File: src/rtl/lfdx_pkg.sv
// shared constants and types for the lidar frame deframer
package lfdx_pkg;

  localparam int FRAME_LENGTH = 64;
  localparam int ADDR_W       = $clog2(FRAME_LENGTH);
  localparam int BYTE_W       = 8;
  localparam int NIB_W        = 4;
  localparam int IDX_W        = 6;
  localparam int CFG_IDX_W    = 2;

  typedef logic [ADDR_W-1:0]    addr_t;
  typedef logic [BYTE_W-1:0]    byte_t;
  typedef logic [NIB_W-1:0]     nib_t;
  typedef logic [IDX_W-1:0]     idx_t;
  typedef logic [CFG_IDX_W-1:0] cfg_idx_t;

  localparam addr_t POS_HDR0   = addr_t'(0);
  localparam addr_t POS_HDR1   = addr_t'(1);
  localparam addr_t POS_XSTART = addr_t'(2);
  localparam addr_t LAST_POS   = addr_t'(FRAME_LENGTH - 1);

  localparam cfg_idx_t REG_FIRST_HDR  = cfg_idx_t'(0);
  localparam cfg_idx_t REG_SECOND_HDR = cfg_idx_t'(1);

  typedef enum logic [2:0] {
    ST_COLLECT = 3'b001,
    ST_READ    = 3'b010,
    ST_LOAD    = 3'b100
  } state_t;

  typedef struct packed {
    logic  we;
    addr_t waddr;
    byte_t wdata;
    logic  re;
    addr_t raddr;
  } ram_req_t;

endpackage

File: src/rtl/lfdx_frame_ram.sv
// frame store: one write port, one registered read port
module lfdx_frame_ram (
  input  logic              clk,
  input  lfdx_pkg::ram_req_t req,
  output lfdx_pkg::byte_t   rdata
);

  lfdx_pkg::byte_t mem [lfdx_pkg::FRAME_LENGTH];

  always_ff @(posedge clk) begin
    if (req.we) begin
      mem[req.waddr] <= req.wdata;
    end
    if (req.re) begin
      rdata <= mem[req.raddr];
    end
  end

endmodule

File: src/rtl/lidar_frame_deframer_xor_check_core.sv
// top level of the lidar frame deframer with xor check
//
// Bytes from the serial link are taken one per cycle while a frame is being
// collected and the output register is free: the parser hunts for the first
// header nibble, checks the second, then writes every byte of the frame into
// the frame store and keeps a running xor from byte two on. At the last byte
// the xor is compared with the low nibbles of the two header bytes. A mismatch
// gives one error item (status 1, last 1) in the cycle after the last byte. A
// match starts a walk that emits FRAME_LENGTH items, each read from the frame
// store in ST_READ and loaded into the output register in ST_LOAD once it is
// free; no byte is accepted during the walk. The user must write the header
// registers through the cfg port only while idle; nothing here enforces it.
module lidar_frame_deframer_xor_check_core (
  input  logic                     clk,
  input  logic                     rst,
  input  logic                     cfg_we,
  input  lfdx_pkg::cfg_idx_t       cfg_index,
  input  lfdx_pkg::nib_t           cfg_data,
  input  logic                     in_valid,
  output logic                     in_ready,
  input  logic [7:0]               rx_byte,
  output logic                     out_valid,
  input  logic                     out_ready,
  output logic [7:0]               frame_byte,
  output logic [5:0]               byte_index,
  output logic                     status,
  output logic                     last
);

  lfdx_pkg::state_t   state;
  lfdx_pkg::nib_t     first_hdr;
  lfdx_pkg::nib_t     second_hdr;
  lfdx_pkg::addr_t    pos;
  lfdx_pkg::byte_t    running_xor;
  lfdx_pkg::byte_t    xor_next;
  lfdx_pkg::nib_t     hdr0_lo;
  lfdx_pkg::nib_t     hdr1_lo;
  lfdx_pkg::addr_t    rd_idx;
  lfdx_pkg::ram_req_t ram_req;
  lfdx_pkg::byte_t    ram_rdata;
  logic               in_acc;
  logic               out_free;
  logic               hdr0_hit;
  logic               hdr1_hit;
  logic               store_byte;
  logic               frame_end;
  logic               sum_bad;
  logic               out_load;

  assign out_free = !out_valid || out_ready;
  assign in_ready = (state == lfdx_pkg::ST_COLLECT) && out_free;
  assign in_acc   = in_valid && in_ready;

  assign hdr0_hit = rx_byte[7:4] == first_hdr;
  assign hdr1_hit = rx_byte[7:4] == second_hdr;
  assign xor_next = running_xor ^ rx_byte;

  // output register is loaded on an error item or a walk step
  assign frame_end = in_acc && (pos == lfdx_pkg::LAST_POS);
  assign sum_bad   = xor_next != {hdr1_lo, hdr0_lo};
  assign out_load  = (frame_end && sum_bad) ||
                     ((state == lfdx_pkg::ST_LOAD) && out_free);

  always_comb begin
    store_byte = 1'b1;
    if (pos == lfdx_pkg::POS_HDR0) begin
      store_byte = hdr0_hit;
    end else if (pos == lfdx_pkg::POS_HDR1) begin
      store_byte = hdr1_hit;
    end
  end

  assign ram_req.we    = in_acc && store_byte;
  assign ram_req.waddr = pos;
  assign ram_req.wdata = rx_byte;
  assign ram_req.re    = state == lfdx_pkg::ST_READ;
  assign ram_req.raddr = rd_idx;

  lfdx_frame_ram u_ram (
    .clk   (clk),
    .req   (ram_req),
    .rdata (ram_rdata)
  );

  // header registers
  always_ff @(posedge clk) begin
    if (rst) begin
      first_hdr  <= '0;
      second_hdr <= '0;
    end else if (cfg_we) begin
      if (cfg_index == lfdx_pkg::REG_FIRST_HDR) begin
        first_hdr <= cfg_data;
      end else if (cfg_index == lfdx_pkg::REG_SECOND_HDR) begin
        second_hdr <= cfg_data;
      end
    end
  end

  // parser, emission walk and output register
  always_ff @(posedge clk) begin
    if (rst) begin
      state       <= lfdx_pkg::ST_COLLECT;
      pos         <= lfdx_pkg::POS_HDR0;
      running_xor <= '0;
      rd_idx      <= '0;
      out_valid   <= 1'b0;
    end else begin
      if (out_valid && out_ready && !out_load) begin
        out_valid <= 1'b0;
      end
      case (state)
        lfdx_pkg::ST_COLLECT: begin
          if (in_acc) begin
            if (pos == lfdx_pkg::POS_HDR0) begin
              if (hdr0_hit) begin
                hdr0_lo <= rx_byte[3:0];
                pos     <= lfdx_pkg::POS_HDR1;
              end
            end else if (pos == lfdx_pkg::POS_HDR1) begin
              if (hdr1_hit) begin
                hdr1_lo <= rx_byte[3:0];
                pos     <= lfdx_pkg::POS_XSTART;
              end else begin
                pos <= lfdx_pkg::POS_HDR0;
              end
            end else if (pos == lfdx_pkg::POS_XSTART) begin
              running_xor <= rx_byte;
              pos         <= pos + 1'b1;
            end else begin
              running_xor <= xor_next;
              if (pos != lfdx_pkg::LAST_POS) begin
                pos <= pos + 1'b1;
              end else begin
                pos <= lfdx_pkg::POS_HDR0;
                if (sum_bad) begin
                  out_valid  <= 1'b1;
                  frame_byte <= '0;
                  byte_index <= '0;
                  status     <= 1'b1;
                  last       <= 1'b1;
                end else begin
                  rd_idx <= '0;
                  state  <= lfdx_pkg::ST_READ;
                end
              end
            end
          end
        end
        lfdx_pkg::ST_READ: begin
          state <= lfdx_pkg::ST_LOAD;
        end
        lfdx_pkg::ST_LOAD: begin
          if (out_free) begin
            out_valid  <= 1'b1;
            frame_byte <= ram_rdata;
            byte_index <= lfdx_pkg::idx_t'(rd_idx);
            status     <= 1'b0;
            last       <= rd_idx == lfdx_pkg::LAST_POS;
            if (rd_idx == lfdx_pkg::LAST_POS) begin
              state <= lfdx_pkg::ST_COLLECT;
            end else begin
              rd_idx <= rd_idx + 1'b1;
              state  <= lfdx_pkg::ST_READ;
            end
          end
        end
        default: begin
          state <= lfdx_pkg::ST_COLLECT;
        end
      endcase
    end
  end

`ifndef ASSERT_OFF
  a_read_then_load: assert property (@(posedge clk) disable iff (rst)
    state == lfdx_pkg::ST_READ |=> state == lfdx_pkg::ST_LOAD)
    else $error("frame store read not followed by load");

  a_err_item: assert property (@(posedge clk) disable iff (rst)
    out_valid && status |-> last && frame_byte == '0 && byte_index == '0)
    else $error("malformed error item");

  a_good_last: assert property (@(posedge clk) disable iff (rst)
    out_valid && !status && last |->
      byte_index == lfdx_pkg::idx_t'(lfdx_pkg::LAST_POS))
    else $error("last marker on wrong frame byte");

  a_no_write_in_walk: assert property (@(posedge clk) disable iff (rst)
    ram_req.we |-> state == lfdx_pkg::ST_COLLECT && !ram_req.re)
    else $error("frame store written during emission");
`endif

endmodule
File: config.mk
export PLATFORM = sky130hd
export DESIGN_NAME = lidar_frame_deframer_xor_check_core
export DESIGN_NICKNAME = d
export VERILOG_FILES = /design/src/rtl/lfdx_pkg.sv /design/src/rtl/lfdx_frame_ram.sv /design/src/rtl/lidar_frame_deframer_xor_check_core.sv
export SDC_FILE = /design/constraint.sdc
export NUM_CORES = 1
export LEC_CHECK = 0
export BUFFER_PORTS_ARGS = -buffer_cell sky130_fd_sc_hd__buf_4
export CORE_UTILIZATION = 54
export DETAILED_ROUTE_END_ITERATION = 10
export PLACE_DENSITY = 0.78
export SLEW_MARGIN = 15
export SYNTH_ARGS = -nofsm -noshare
export SYNTH_HDL_FRONTEND = slang
export SYNTH_SLANG_ARGS = --single-unit
File: constraint.sdc
create_clock -name clk -period 4.9 [get_ports clk]
set_clock_uncertainty 0.05 [all_clocks]
set_input_delay 0.98 -clock clk [delete_from_list [all_inputs] [get_ports clk]]
set_output_delay 0.98 -clock clk [all_outputs]
set_load 0.02 [all_outputs]
==> results.yml <==
status:
  status: "complete, no violations"
route:
  vias_per_cell: 6.48
  vias: 11688
  dr.pass1.iters: 6
  drc: 0
  ant_nets: 0
  finalWirelength_microns: 50200
  wire_per_inst_microns: 27.8
  drtIter0Drc: 1498
global_routing:
  grt-ovfl-total: 0
  grt_pass1_wl_microns: 74900
  grt_pass1_vias: 11603
  grt_max_degree: 70
  antenna_found_initial: 0
  grt_usage: 0.236
synth:
  synth_nets: 1170
  synth-seq-cells: 576
  synth_top_area_share: 0.707
  seq_area_frac_synth: 0.735
  synth.distinct_cells: 67
  synthTopCellsByArea: "edfxtp_1 (71%), mux4_2 (12%), mux4_1 (3.2%)"
  synth_top_cell_by_area: "edfxtp_1"
  synth_ff_type: "edfxtp_1"
  async_reset_ff_frac: 0
  synth_warnings: 0
  synthCells: 1146
  synth_edf_count: 544
  synth_most_common_cell: "edfxtp_1"
  syn_area_sq_mm: 0.0231
  syn_area_per_cell_sq_um: 20.2
  ys_top_cells_by_count: "edfxtp_1 (544), mux4_2 (128), nor2_1 (94), nand2_1 (34), clkbuf_1 (33)"
min_path:
  min_path_type: "reg -> reg"
  min_from: "u_ram.rdata[4]"
flow_run:
  maxCapViolations: 0
layout:
  antenna_cells: 0
  final_util: 0.616
  area_delta_synth_final_pct: 12.0
  fin_nets: 1248
  drive_above_1_share: 0.239
  nFillCells: 2804
  final_area_sq_mm: 0.0259
sta:
  slew_headroom: 0.259
  drv_slew: 0
  worst-slew-pin-transition_ps: 1110
  finalCritPeriodShare: 0.753
  period_needed_ps: 3690
  fmax_ghz: 0.271
  tns_ps: 0
  rsz0062_at_grt: "no"
  setup_violations: 0
  setup_ws_ps: 1210
  hold_viol_final: 0
clock_network:
  cts_tree: "yes"
  clk_latency_ps: 610
  ctsLongestPathBuffers: 3
  post_cts_buffers: 0
  numCtsBuffers: 54
  htreeDepth: 2
  hold_buffers: 0
  clk_pin_slew_worst_paths_ps: 60
  clock-root-buffer: "clkbuf_16"
  clock-sinks: 576
  cts_resized: 0
power_and_ir_drop:
  p_switching_mw: 1.95
  leakagePower_nw: 8.14
  switching_share: 0.198
  vdd_ir_drop_max_mv: 0.337
  total_power_mw: 9.84
  p_clk_frac: 0.422
  internal-power_mw: 7.89
  sequentialPowerShare: 0.550
  comb_power_share: 0.027
  p_per_area_mw_per_mm2: 380
critical_path:
  r2r_start: "first_hdr[3]"
  cp_data_required_time_ps: 5070
  worstPathMaxFanout: 12
  endpoint_kind: "flop"
  worstPathArrival_ps: 3860
  worstSetupStartpointType: "flop"
  critPathKind: "reg -> reg"
  critPathLaunch: "first_hdr[3]"
  rrSetupSlack_ps: 1210
die:
  fp.dieW_microns: 209
  num_rows: 75
  dieArea_sq_mm: 0.0436
  io_pins: 37
  die_height_microns: 209
  initial_core_util: 0.549
  core_sq_mm: 0.0420
place:
  routabilityCongestion: 0.908
  placed_area_sq_mm: 0.0241
  port_buffers: 36
  place_ws_ps: 715
  hpwl_microns: 30900
-- worst max-delay path, stage by stage, from the launching register on --
cell and delay, ps:
dfxtp_1 430, xnor2_1 620, nand4_1 350, a31oi_1 270, buf_4 200, nand4_1 570
nor2_1 820
-- cell usage in the layout, fill, tap and decap left out, types with 9 or more instances in the layout --
master,instances
clkbuf_16,54
o21ai_0,23
a21oi_1,20
clkbuf_1,16
nand3_1,18
edfxtp_1,544
nor2_1,94
mux2i_1,17
buf_4,83
nand2_1,34
and2_1,17
mux4_2,128
nand4_1,9
dfxtp_1,30
mux4_1,28
clkinv_1,13
-- path summary, 6_finish.rpt --
check / end / depth (start not counted)
worst min register to register: frame_byte[4] / 1
worst min-delay path: frame_byte[4] / 1
worst max-delay path: u_ram.mem[59][0] / 6
worst max register to register: u_ram.mem[59][0] / 6
-- routing by layer --
metal | routed length [microns] | GRT usage | share of wire | vias to the layer above
met1 | 20400 | 0.337 | 0.41 | 6097
met5 | 0 | 0 | 0 | -
met2 | 24300 | 0.378 | 0.49 | 616
met3 | 4050 | 0.0406 | 0.081 | 93
met4 | 1380 | 0.0720 | 0.027 | 0
li1 | - | - | - | 4882
-- sequential cells by signal, indices dropped and copies added (netlist names), 3 cells and up --
signal	count
byte_index	6
frame_byte	8
second_hdr	4
rd_idx	6
first_hdr	4
hdr0_lo	4
hdr1_lo	4
u_ram.rdata	8
running_xor	8
state	3
u_ram.mem	512
pos	6
-- cell families after synthesis --
| logic type | share of synthesized area |
|---|---|
| simple gates | 0.0459 |
| compound gates | 0.0238 |
| fa+ha+maj | 0.00271 |
| buf+inv | 0.0173 |
| flops | 0.735 |
| xor+xnor | 0.0108 |
| mux | 0.165 |
-- final cells by class --
class | instances | area, sq um | area share
Sequential cell | 576 | 17000 | 0.656
Multi-Input combinational cell | 496 | 5740 | 0.222
Clock buffer | 71 | 1430 | 0.0551
Timing Repair Buffer | 87 | 703 | 0.0272
Tap cell | 539 | 674 | 0.0261
Clock inverter | 27 | 320 | 0.0124
Inverter | 9 | 33.8 | 0.00131
-- power by group through the flow --
| stage | registers, mW | clock network, mW | logic, mW |
|---|---|---|---|
| detailed placement | 5.52 | 0 | 0.267 |
| finish | 5.41 | 4.15 | 0.269 |
| floorplan | 5.51 | 0 | 0.127 |
| global placement | 5.52 | 0 | 0.256 |
| CTS | 5.41 | 4.20 | 0.268 |
| global route | 5.41 | 4.36 | 0.287 |
-- metrics by stage --
stage          hold slack, ps  std cells
3_3_place_gp              440       1707
6_report                  470       1805
2_1_floorplan             427       1146
4_1_cts                   469       1805
3_5_place_dp              457       1707
5_1_grt                   483       1805
No activity file was read; power rests on OpenSTA's default activity.
